$ cat config.mk
export PLATFORM = sky130hd
export DESIGN_NAME = selective_repeat_receiver_unit
export DESIGN_NICKNAME = d
export VERILOG_FILES = /design/src/design/srr_pkg.sv /design/src/design/srr_data_ram.sv /design/src/design/srr_ctrl.sv /design/src/design/selective_repeat_receiver_unit.sv
export VERILOG_INCLUDE_DIRS = /design/src /design/src/design
export SDC_FILE = /design/constraint.sdc
export NUM_CORES = 1
export LEC_CHECK = 0
export ABC_AREA = 1
export ABC_CLOCK_PERIOD_IN_PS = 6500
export BUFFER_PORTS_ARGS = -buffer_cell sky130_fd_sc_hd__clkbuf_2
export CORE_ASPECT_RATIO = 0.8
export CORE_UTILIZATION = 25
export CTS_CLUSTER_SIZE = 30
export DETAILED_ROUTE_END_ITERATION = 7
export SLEW_MARGIN = 5
export SYNTH_ARGS = -nofsm -noshare
export SYNTH_HDL_FRONTEND = slang
export SYNTH_SLANG_ARGS = --single-unit
$ cat constraint.sdc
create_clock -name i_clk -period 6.5 [get_ports i_clk]
set_clock_uncertainty 0.15 [all_clocks]
set_input_delay 1.3 -clock i_clk [delete_from_list [all_inputs] [get_ports i_clk]]
set_output_delay 1.3 -clock i_clk [all_outputs]
set_load 0.05 [all_outputs]
$ cat src/design/selective_repeat_receiver_unit_assert.svh
// ----------------------------------------------------------------------------
// selective repeat receiver assertion macros
// shared property forms for the receiver's own checks
// ----------------------------------------------------------------------------
`ifndef SELECTIVE_REPEAT_RECEIVER_UNIT_ASSERT_SVH
`define SELECTIVE_REPEAT_RECEIVER_UNIT_ASSERT_SVH

// same-cycle implication
`define SRR_ASSERT_SAME(lbl, ante, cons, msg) \
    lbl: assert property (@(posedge i_clk) disable iff (!i_rst_n) \
        (ante) |-> (cons)) else $error(msg);

// next-cycle implication
`define SRR_ASSERT_NEXT(lbl, ante, cons, msg) \
    lbl: assert property (@(posedge i_clk) disable iff (!i_rst_n) \
        (ante) |=> (cons)) else $error(msg);

`endif

$ cat src/design/srr_pkg.sv
// ----------------------------------------------------------------------------
// srr_pkg
// types and constants of the selective repeat receiver
// ----------------------------------------------------------------------------
package srr_pkg;

    localparam int SEQ_SPACE    = 16;
    localparam int SEQ_W        = $clog2(SEQ_SPACE);
    localparam int PAYLOAD_BITS = 32;
    localparam int MAX_DELIVER  = 8;
    localparam int CNT_W        = $clog2(MAX_DELIVER);
    localparam int WIN_W        = 4;
    localparam int WIN_CAP      = (SEQ_SPACE / 2 < MAX_DELIVER) ? SEQ_SPACE / 2 : MAX_DELIVER;
    localparam int WIN_RESET    = 8;
    localparam int APB_ADDR_W   = 3;
    localparam int APB_DATA_W   = 32;

    localparam logic [APB_ADDR_W-3:0] REG_WINDOW_SIZE = '0;

    localparam logic KIND_ACK  = 1'b0;
    localparam logic KIND_DATA = 1'b1;

    typedef struct packed {
        logic        checksum_ok;
        logic [3:0]  seq_num;
        logic [31:0] payload;
    } t_in_item;

    typedef struct packed {
        logic        kind;
        logic [3:0]  ack_num;
        logic [31:0] delivered_data;
        logic        last;
    } t_out_item;

    typedef struct packed {
        logic                    we;
        logic [SEQ_W-1:0]        waddr;
        logic [PAYLOAD_BITS-1:0] wdata;
        logic [SEQ_W-1:0]        raddr;
    } t_ram_req;

    typedef struct packed {
        logic             busy;
        logic [SEQ_W-1:0] base;
    } t_ctrl_status;

    typedef enum logic [1:0] {
        ST_IDLE,
        ST_READ,
        ST_DELIVER
    } t_state;

endpackage

$ cat src/design/srr_data_ram.sv
// ----------------------------------------------------------------------------
// srr_data_ram
// held payload store, one write port and one registered read port
// ----------------------------------------------------------------------------
module srr_data_ram (
    input  logic                                i_clk,
    input  srr_pkg::t_ram_req                   i_req,
    output logic [srr_pkg::PAYLOAD_BITS-1:0]    o_rdata
);

    logic [srr_pkg::PAYLOAD_BITS-1:0] r_mem [srr_pkg::SEQ_SPACE];
    logic [srr_pkg::PAYLOAD_BITS-1:0] r_rdata;

    always_ff @(posedge i_clk) begin
        if (i_req.we) begin
            r_mem[i_req.waddr] <= i_req.wdata;
        end
    end

    always_ff @(posedge i_clk) begin
        r_rdata <= r_mem[i_req.raddr];
    end

    assign o_rdata = r_rdata;

endmodule

$ cat src/design/srr_ctrl.sv
// ----------------------------------------------------------------------------
// srr_ctrl
// window check, held marks, delivery sequencer and output register
// ----------------------------------------------------------------------------
module srr_ctrl (
    input  logic                                i_clk,
    input  logic                                i_rst_n,
    input  logic [srr_pkg::WIN_W-1:0]           i_win_size,
    input  logic                                i_in_valid,
    output logic                                o_in_ready,
    input  srr_pkg::t_in_item                   i_in_item,
    output logic                                o_out_valid,
    input  logic                                i_out_ready,
    output srr_pkg::t_out_item                  o_out_item,
    output srr_pkg::t_ram_req                   o_ram_req,
    input  logic [srr_pkg::PAYLOAD_BITS-1:0]    i_ram_rdata,
    output srr_pkg::t_ctrl_status               o_status
);

    srr_pkg::t_state                r_state, n_state;
    logic [srr_pkg::SEQ_W-1:0]      r_base, n_base;
    logic [srr_pkg::SEQ_SPACE-1:0]  r_mark, n_mark;
    logic [srr_pkg::CNT_W-1:0]      r_cnt, n_cnt;
    logic                           r_out_valid, n_out_valid;
    srr_pkg::t_out_item             r_out, n_out;

    logic                           out_free;
    logic                           accept;
    logic [srr_pkg::SEQ_W-1:0]      seq;
    logic [srr_pkg::SEQ_W-1:0]      offset;
    logic [srr_pkg::WIN_W-1:0]      eff_win;
    logic                           in_win;
    logic                           good;
    logic                           store;
    logic                           deliver;
    logic [srr_pkg::SEQ_W-1:0]      base_inc;
    logic                           dlv_last;

    assign out_free   = !r_out_valid || i_out_ready;
    assign o_in_ready = (r_state == srr_pkg::ST_IDLE) && out_free;
    assign accept     = i_in_valid && o_in_ready;

    assign seq      = i_in_item.seq_num[srr_pkg::SEQ_W-1:0];
    assign offset   = seq - r_base;
    assign eff_win  = (i_win_size > srr_pkg::WIN_W'(srr_pkg::WIN_CAP))
                      ? srr_pkg::WIN_W'(srr_pkg::WIN_CAP) : i_win_size;
    assign in_win   = srr_pkg::WIN_W'(offset) < eff_win;
    assign good     = accept && i_in_item.checksum_ok;
    assign store    = good && in_win && !r_mark[seq];
    assign deliver  = good && in_win && (seq == r_base);
    assign base_inc = r_base + srr_pkg::SEQ_W'(1);
    assign dlv_last = (r_cnt == srr_pkg::CNT_W'(srr_pkg::MAX_DELIVER - 1)) || !r_mark[base_inc];

    always_comb begin
        n_state = r_state;
        unique case (r_state)
            srr_pkg::ST_IDLE: begin
                if (deliver) begin
                    n_state = srr_pkg::ST_READ;
                end
            end
            srr_pkg::ST_READ: begin
                n_state = srr_pkg::ST_DELIVER;
            end
            srr_pkg::ST_DELIVER: begin
                if (out_free) begin
                    n_state = dlv_last ? srr_pkg::ST_IDLE : srr_pkg::ST_READ;
                end
            end
            default: begin
                n_state = srr_pkg::ST_IDLE;
            end
        endcase
    end

    always_comb begin
        n_base      = r_base;
        n_mark      = r_mark;
        n_cnt       = r_cnt;
        n_out_valid = r_out_valid && !i_out_ready;
        n_out       = r_out;
        o_ram_req.we    = 1'b0;
        o_ram_req.waddr = seq;
        o_ram_req.wdata = i_in_item.payload;
        o_ram_req.raddr = r_base;
        unique case (r_state)
            srr_pkg::ST_IDLE: begin
                n_cnt = '0;
                if (good) begin
                    n_out_valid            = 1'b1;
                    n_out.kind             = srr_pkg::KIND_ACK;
                    n_out.ack_num          = i_in_item.seq_num;
                    n_out.delivered_data   = '0;
                    n_out.last             = !deliver;
                end
                if (store) begin
                    o_ram_req.we = 1'b1;
                    n_mark[seq]  = 1'b1;
                end
            end
            srr_pkg::ST_READ: begin
            end
            srr_pkg::ST_DELIVER: begin
                if (out_free) begin
                    n_out_valid          = 1'b1;
                    n_out.kind           = srr_pkg::KIND_DATA;
                    n_out.ack_num        = '0;
                    n_out.delivered_data = i_ram_rdata;
                    n_out.last           = dlv_last;
                    n_mark[r_base]       = 1'b0;
                    n_base               = base_inc;
                    n_cnt                = r_cnt + srr_pkg::CNT_W'(1);
                end
            end
            default: begin
            end
        endcase
    end

    always_ff @(posedge i_clk) begin
        if (!i_rst_n) begin
            r_state     <= srr_pkg::ST_IDLE;
            r_base      <= srr_pkg::SEQ_W'(1);
            r_mark      <= '0;
            r_cnt       <= '0;
            r_out_valid <= 1'b0;
        end else begin
            r_state     <= n_state;
            r_base      <= n_base;
            r_mark      <= n_mark;
            r_cnt       <= n_cnt;
            r_out_valid <= n_out_valid;
        end
    end

    always_ff @(posedge i_clk) begin
        r_out <= n_out;
    end

    assign o_out_valid   = r_out_valid;
    assign o_out_item    = r_out;
    assign o_status.busy = (r_state != srr_pkg::ST_IDLE);
    assign o_status.base = r_base;

endmodule

$ cat src/design/selective_repeat_receiver_unit.sv
// ----------------------------------------------------------------------------
// selective_repeat_receiver_unit
// selective repeat arq receiver: acks good packets, buffers in-window
// payloads and delivers them in order as the window base advances
// ----------------------------------------------------------------------------
// A good packet that does not reach the window base produces one ack item
// and the input takes the next packet in the following cycle once the output
// register is free. A good packet at the window base holds the input until its
// delivery run of n payloads (1 to 8) ends: every delivery first reads the
// payload memory, whose read data is registered, and then loads the output
// register once it is free. Held marks live in flip-flops cleared by reset,
// so no clearing pass is needed. window_size sits at byte address 0.
// ----------------------------------------------------------------------------
`include "selective_repeat_receiver_unit_assert.svh"

module selective_repeat_receiver_unit (
    input  logic                                i_clk,
    input  logic                                i_rst_n,
    input  logic                                psel,
    input  logic                                penable,
    input  logic                                pwrite,
    input  logic [srr_pkg::APB_ADDR_W-1:0]      paddr,
    input  logic [srr_pkg::APB_DATA_W-1:0]      pwdata,
    output logic [srr_pkg::APB_DATA_W-1:0]      prdata,
    output logic                                pready,
    input  logic                                i_in_valid,
    output logic                                o_in_ready,
    input  srr_pkg::t_in_item                   i_in_item,
    output logic                                o_out_valid,
    input  logic                                i_out_ready,
    output srr_pkg::t_out_item                  o_out_item
);

    logic [srr_pkg::WIN_W-1:0]          r_win_size;
    logic                               cfg_sel;
    srr_pkg::t_ram_req                  ram_req;
    logic [srr_pkg::PAYLOAD_BITS-1:0]   ram_rdata;
    srr_pkg::t_ctrl_status              status;

    assign pready  = 1'b1;
    assign cfg_sel = (paddr[srr_pkg::APB_ADDR_W-1:2] == srr_pkg::REG_WINDOW_SIZE);

    always_ff @(posedge i_clk) begin
        if (!i_rst_n) begin
            r_win_size <= srr_pkg::WIN_W'(srr_pkg::WIN_RESET);
        end else if (psel && penable && pwrite && pready && cfg_sel) begin
            r_win_size <= pwdata[srr_pkg::WIN_W-1:0];
        end
    end

    assign prdata = cfg_sel ? srr_pkg::APB_DATA_W'(r_win_size) : '0;

    srr_ctrl u_ctrl (
        .i_clk       (i_clk),
        .i_rst_n     (i_rst_n),
        .i_win_size  (r_win_size),
        .i_in_valid  (i_in_valid),
        .o_in_ready  (o_in_ready),
        .i_in_item   (i_in_item),
        .o_out_valid (o_out_valid),
        .i_out_ready (i_out_ready),
        .o_out_item  (o_out_item),
        .o_ram_req   (ram_req),
        .i_ram_rdata (ram_rdata),
        .o_status    (status)
    );

    srr_data_ram u_ram (
        .i_clk   (i_clk),
        .i_req   (ram_req),
        .o_rdata (ram_rdata)
    );

    // a good packet at the base with a nonzero window starts a delivery run
    `SRR_ASSERT_NEXT(a_base_hit_delivers, i_in_valid && o_in_ready && i_in_item.checksum_ok && (i_in_item.seq_num[srr_pkg::SEQ_W-1:0] == status.base) && (r_win_size != '0), status.busy, "base packet did not start delivery")

    // the base moves only together with a delivered item
    `SRR_ASSERT_SAME(a_base_moves_on_data, $past(status.base) != status.base, o_out_valid && (o_out_item.kind == srr_pkg::KIND_DATA), "base moved without delivery")

    // no input item is taken while deliveries are running
    `SRR_ASSERT_SAME(a_no_accept_busy, status.busy, !o_in_ready, "input accepted during delivery")

endmodule

# Word-level counts from Yosys, hierarchy flattened
# Memory sizes are Yosys's and may differ from the RTL's. A register that Yosys moved wholly into a read port is not among the register bits.
# Cells that the tools add are included.
dict set report word_totals {
  out_inout_bits 73
  memories 1
  register_bits 68
  inputBits 79
  ram_bits 512
  word_cells 88
}
dict set report classes {
  addsub 3
  n_bitwise 4
  n_reduce_logical 26
  n_eq_ne 8
  mux 29
  magnitude_cmp 7
}
# name words word_bits rd rd_ports_with_merged_regs wr line
set memory_table {}
lappend memory_table {u_ram.r_mem 16 32 1 1 1 srr_data_ram.sv:11} ;# logic [srr_pkg::PAYLOAD_BITS-1:0] r_mem [srr_pkg::SEQ_SPACE];
# op n
set ops {}
lappend ops {{2-to-1 mux 38 bit} 2}
lappend ops {{case mux 38 bit (2 select lines)} 1}
lappend ops {{2-to-1 mux 16 bit} 2}
lappend ops {{case mux 16 bit (2 select lines)} 1}
lappend ops {{bitwise AND 16 bit} 1}
lappend ops {{inverter 16 bit} 1}
lappend ops {{bitwise OR 16 bit} 1}
lappend ops {{less-than comparator 4 x 5 -> 1 bit, second input constant} 3}
lappend ops {{logical AND 1 bit} 12}
lappend ops {{2-to-1 mux 1 bit} 11}
lappend ops {{binary-select mux 1 bit (select 4 bit)} 2}
lappend ops {{demux 1 bit (select 4 bit)} 2}
lappend ops {{greater-or-equal comparator 4 x 1 -> 1 bit, second input constant} 2}
lappend ops {{2-to-1 mux 4 bit} 2}
lappend ops {{inequality test 2 x 1 -> 1 bit, second input constant} 4}
lappend ops {{case mux 2 bit (3 select lines)} 1}
lappend ops {{case mux 3 bit (2 select lines)} 1}
lappend ops {{AND reduction 2 bit} 3}
lappend ops {{AND reduction 3 bit} 2}
lappend ops {{zero test 1 bit} 5}
lappend ops {{adder 4 x 1 -> 4 bit, second input constant} 1}
lappend ops {{== test 4 bit} 1}
lappend ops {{> comparator 4 bit, second input constant} 1}
lappend ops {{less-than comparator 4 bit} 1}
lappend ops {{other kinds (12)} 14}

# Logic depth before layout (Yosys ltp)
dict set report logic_depth {
  ltp_word 11
  ltp_mapped 18
  mapped_depth_nobuf 15
}

# Hierarchy
# From an unflattened synthesis, not the netlist that was laid out.
dict set report hier_totals {
  hier_cells 2676
  area_unflattened_um2 26969.6
}
# mod area_each_um2 instances cells_each seq_area_each_um2
set by_module_without_submodules {}
lappend by_module_without_submodules {srr_data_ram 22730.6 1 2120 16015.4}
lappend by_module_without_submodules {srr_ctrl 3783.6 1 488 1661.6}
lappend by_module_without_submodules {selective_repeat_receiver_unit 455.4 1 68 80.1}

# Least setup slack after synthesis
# Ideal clock, no wire load.
dict set report synth_path {
  path_type {input-to-reg}
  start {in i_in_item[32] in the netlist's numbering}
  end {mem u_ram.r_mem[8][0] in the netlist's numbering, enable pin}
  arrival_time_ps 5450
  setup_ps 461
  path_buffers 3
  cell_stages 15
  path_slack_ps 439
  required_time_ps 5889
  cell_sequence {buf_6 > inv_4 > ha_1 > inv_1 > fa_1 > xor2_1 > ha_1 > a21o_1 > nor2_1 > nand2_1 > nor2_1 > nand2_2 > buf_6 > buf_6 > nor3_1}
}
dict set report synth_between {
  elab_chain_cells 8
  elab_cells_between_ends 11
  cone_classes {add/sub (1); order compare (1); mux (6); reduce/logical (3)}
}
# item line
set synth_lines {}
lappend synth_lines {{start: declaration} selective_repeat_receiver_unit.sv:28} ;# input srr_pkg::t_in_item i_in_item,
lappend synth_lines {{subtractor 4 bit or binary-select mux 1 bit (select 4 bit) (tied branches)} {srr_ctrl.sv:44, srr_ctrl.sv:49}}
lappend synth_lines {{less-than comparator 4 bit or 2-to-1 mux 1 bit (tied branches)} {srr_ctrl.sv:47, srr_ctrl.sv:49}}
lappend synth_lines {{logical AND 1 bit or zero test 1 bit (tied branches)} srr_ctrl.sv:49} ;# assign store = good && in_win && !r_mark[seq];
lappend synth_lines {{logical AND 1 bit} srr_ctrl.sv:49}
lappend synth_lines {{2-to-1 mux 1 bit} srr_ctrl.sv:96} ;# if (store) begin
lappend synth_lines {{2-to-1 mux 1 bit} srr_ctrl.sv:86} ;# unique case (r_state)
lappend synth_lines {{2-to-1 mux 1 bit} srr_data_ram.sv:15} ;# if (i_req.we) begin
lappend synth_lines {{2-to-1 mux 1 bit (not written as such)} srr_data_ram.sv:16} ;# r_mem[i_req.waddr] <= i_req.wdata;
lappend synth_lines {{end: declaration} srr_data_ram.sv:11}
# Parallel ways exist; a longest one is shown, timed or not. The select of a mux whose other input is x is not followed.

# Worst setup path after layout
dict set report layout_path {
  start {in i_in_item[32] in the netlist's numbering}
  end {mem u_ram.r_mem[10][31] in the netlist's numbering, enable pin}
}
# The elaborated chain is that of the path after synthesis.

==> results.json <==
{
  "routabilityCongestion": 0.803,
  "multi_input_area_sq_um": 5580,
  "worstSetupPathType": "in2reg",
  "cts_hold_buf": 0,
  "die_x_um": 350,
  "layout_common_cells": "edfxtp_1 (550), nor2_1 (326), o21ai_0 (274)",
  "path_max_fanout": 25,
  "min_from": "u_ctrl.r_cnt[0]$_SDFFE_PN0P_",
  "vdd_drop_max_uv": 259,
  "drcViolationCount": 0,
  "drt_iter0_markers": 1420,
  "vias_per_cell": 4.47,
  "yosysSeqAreaShare": 0.733,
  "cts_htree_levels": 2,
  "fmax_mhz": 212,
  "syn_to_final_growth_pct": 15.4,
  "holdPathEnd": "u_ctrl.r_cnt[0]$_SDFFE_PN0P_",
  "status": "complete, no violations",
  "ys_seq_elements": 612,
  "grt_pass1_wl_um": 90900,
  "cts_root_buf": "clkbuf_16",
  "initial_utilization": 0.254,
  "cts_tree": "built",
  "p_per_area_nw_per_um2": 293,
  "dpl.hpwl_um": 32600,
  "fill_cells": 9636,
  "hold_violations": 0,
  "path_clk_slew_ns": 0.06,
  "yosys_warnings": 0,
  "rsz0062_at_grt": "false",
  "final_layout_size_suffix_gt1_frac": 0.119,
  "r2r_end": "u_ram.r_mem[10][31]$_DFFE_PP_",
  "num_rows": 101,
  "via_count": 15100,
  "syn_area_sq_um": 24200,
  "cts_buffer_depth": 3,
  "die_h_um": 281,
  "fin_crit_sh": 0.727,
  "maxCapViolations": 0,
  "grt_pass1_vias": 14500,
  "avgSynthCellArea_sq_um": 12.2,
  "cts_buffers": 60,
  "critPathLaunchType": "primary input",
  "rrSetupSlack_ns": 1.91,
  "critPathCaptureType": "register",
  "clk-insertion-delay-late_ns": 0.65,
  "final_common_cell": "edfxtp_1",
  "grt_usage": 0.121,
  "diodes": 0,
  "clkSinkCount": 612,
  "rr_worst_depth": 13,
  "portBuffers": 92,
  "yosys-top-cells-area": "edfxtp_1 (68%), o21ai_0 (5.7%), nor2_1 (5.2%), dfxtp_1 (5.1%), nand2_1 (3.5%)",
  "rr_startpoint": "u_ctrl.r_base[1]$_SDFFE_PN0P_",
  "antenna_found_initial": 0,
  "arrival_ns": 4.87,
  "drt-total-wl_um": 59600,
  "ctsResizeCount": 0,
  "overflow": 0,
  "post-cts-setup-buffers": 0,
  "setup_tns_ns": 0,
  "setup_viol": 0,
  "io_pins": 152,
  "fin_util": 0.293,
  "yosys.cell_types.count": 39,
  "synth.largest_area_cell": "edfxtp_1",
  "wl_per_cell_um": 17.6,
  "min_period_ns": 4.73,
  "final_antenna_net_count": 0,
  "synth.top_cell.area_share": 0.681,
  "max-slew-margin-rel": 0.310,
  "grt_max_degree": 95,
  "die_area_sq_um": 98200,
  "holdCritPathClass": "reg2reg",
  "worst_pin_slew_ns": 1.03,
  "drtPass1Iterations": 5,
  "hold_depth": 1,
  "nets": 2142,
  "p_leak_uw": 0.00936,
  "seq_area_sq_um": 17800,
  "slew_viol_final": 0,
  "cp.required_ns": 6.64,
  "core_sq_um": 95400,
  "syn_inst": 1983
}
## worst max-delay path, cell delays in order
cell and delay [ns]:
clkbuf_2 0.22, inv_4 0.19, ha_1 0.18, inv_1 0.06
fa_1 0.38, xor2_1 0.18, ha_1 0.19, a21o_1 0.17
nor2_1 0.13, nand2_1 0.07, nor2_1 0.17, nand2_2 0.51
nor2_4 0.68, buf_4 0.41
## cell type report
cell class,count,share of cell area
clock buffer,76,0.0558
tap,1287,0.0575
multi-input combinational,1152,0.199
inverter,96,0.0132
timing repair buffer,128,0.0270
sequential,612,0.635
clock inverter,35,0.0123
## power by group
part	internal (uW)	switching (uW)	leakage [uW]
logic	102	334	0.00297
registers	4350	31.6	0.00548
clock network	1870	1510	0.000909
total	6320	1880	0.00936
## sequential cells by signal (all words and copies together) (netlist names)
register and flops:
u_ram.r_mem 512, u_ctrl.o_out_item 38, u_ram.o_rdata 32, u_ctrl.r_mark 16
r_win_size 4, u_ctrl.r_base 4, u_ctrl.r_cnt 3, u_ctrl.r_state 2
u_ctrl.o_out_valid 1
## layer usage
| layer | vias up | share of wire | wire, um | global-route usage |
|---|---|---|---|---|
| met3 | 86 | 0.057 | 3420 | 0.0216 |
| li1 | 7172 | - | - | - |
| met4 | 0 | 0.025 | 1480 | 0.0369 |
| met1 | 7462 | 0.46 | 27600 | 0.170 |
| met2 | 399 | 0.45 | 27100 | 0.188 |
| met5 | - | 0 | 0 | 0 |
## worst max-delay path by stage
stage                             start                             to  slack, ns
after global placement    i_in_item[32]   u_ram.r_mem[10][3]$_DFFE_PP_       1.12
after global routing      i_in_item[32]  u_ram.r_mem[10][31]$_DFFE_PP_       1.55
after detailed placement  i_in_item[32]   u_ram.r_mem[10][5]$_DFFE_PP_       1.12
final                     i_in_item[32]  u_ram.r_mem[10][31]$_DFFE_PP_       1.77
after CTS                 i_in_item[32]  u_ram.r_mem[10][31]$_DFFE_PP_       1.78
after floorplan           i_in_item[32]    u_ram.r_mem[8][0]$_DFFE_PP_       0.44
## cell families (layout without fill, tap and decap cells)
kind of cell,Yosys count,count (layout),share of synthesized area
simple gates,640,640,0.106
flops,612,612,0.733
compound gates,465,465,0.106
buf+inv,246,335,0.0464
fa+ha+maj,13,13,0.00702
xor+xnor,5,5,0.00181
other cells,2,29,0.000310
## Yosys cell counts (all sizes together)
cell and number:
xnor2 2, o31ai 8, fa 1, a21o 1
inv 95, xor2 3, a21oi 36, buf 80
o22ai 128, conb 2, o21ai 280, clkbuf 70
nor3 7, nand3 30, dfxtp 62, clkinv 1
a22oi 2, and3 1, nor2 342, a31oi 1
ha 12, nand2 225, nand4 33, edfxtp 550
a32oi 4, nand3b 2, o211ai 5
## through the flow
stage	cells	hold WS [ns]	instance area, sq um	setup slack (ns)	power, uW
floorplan	2010	0.279	24300	0.439	4760
global placement	3275	0.303	26100	1.12	4900
detailed placement	3275	0.305	26100	1.12	4910
CTS	3386	0.314	28000	1.78	8290
global route	3386	0.329	28000	1.55	8490
finish	3386	0.314	28000	1.77	8200
No activity file was read; power rests on OpenSTA's default activity.
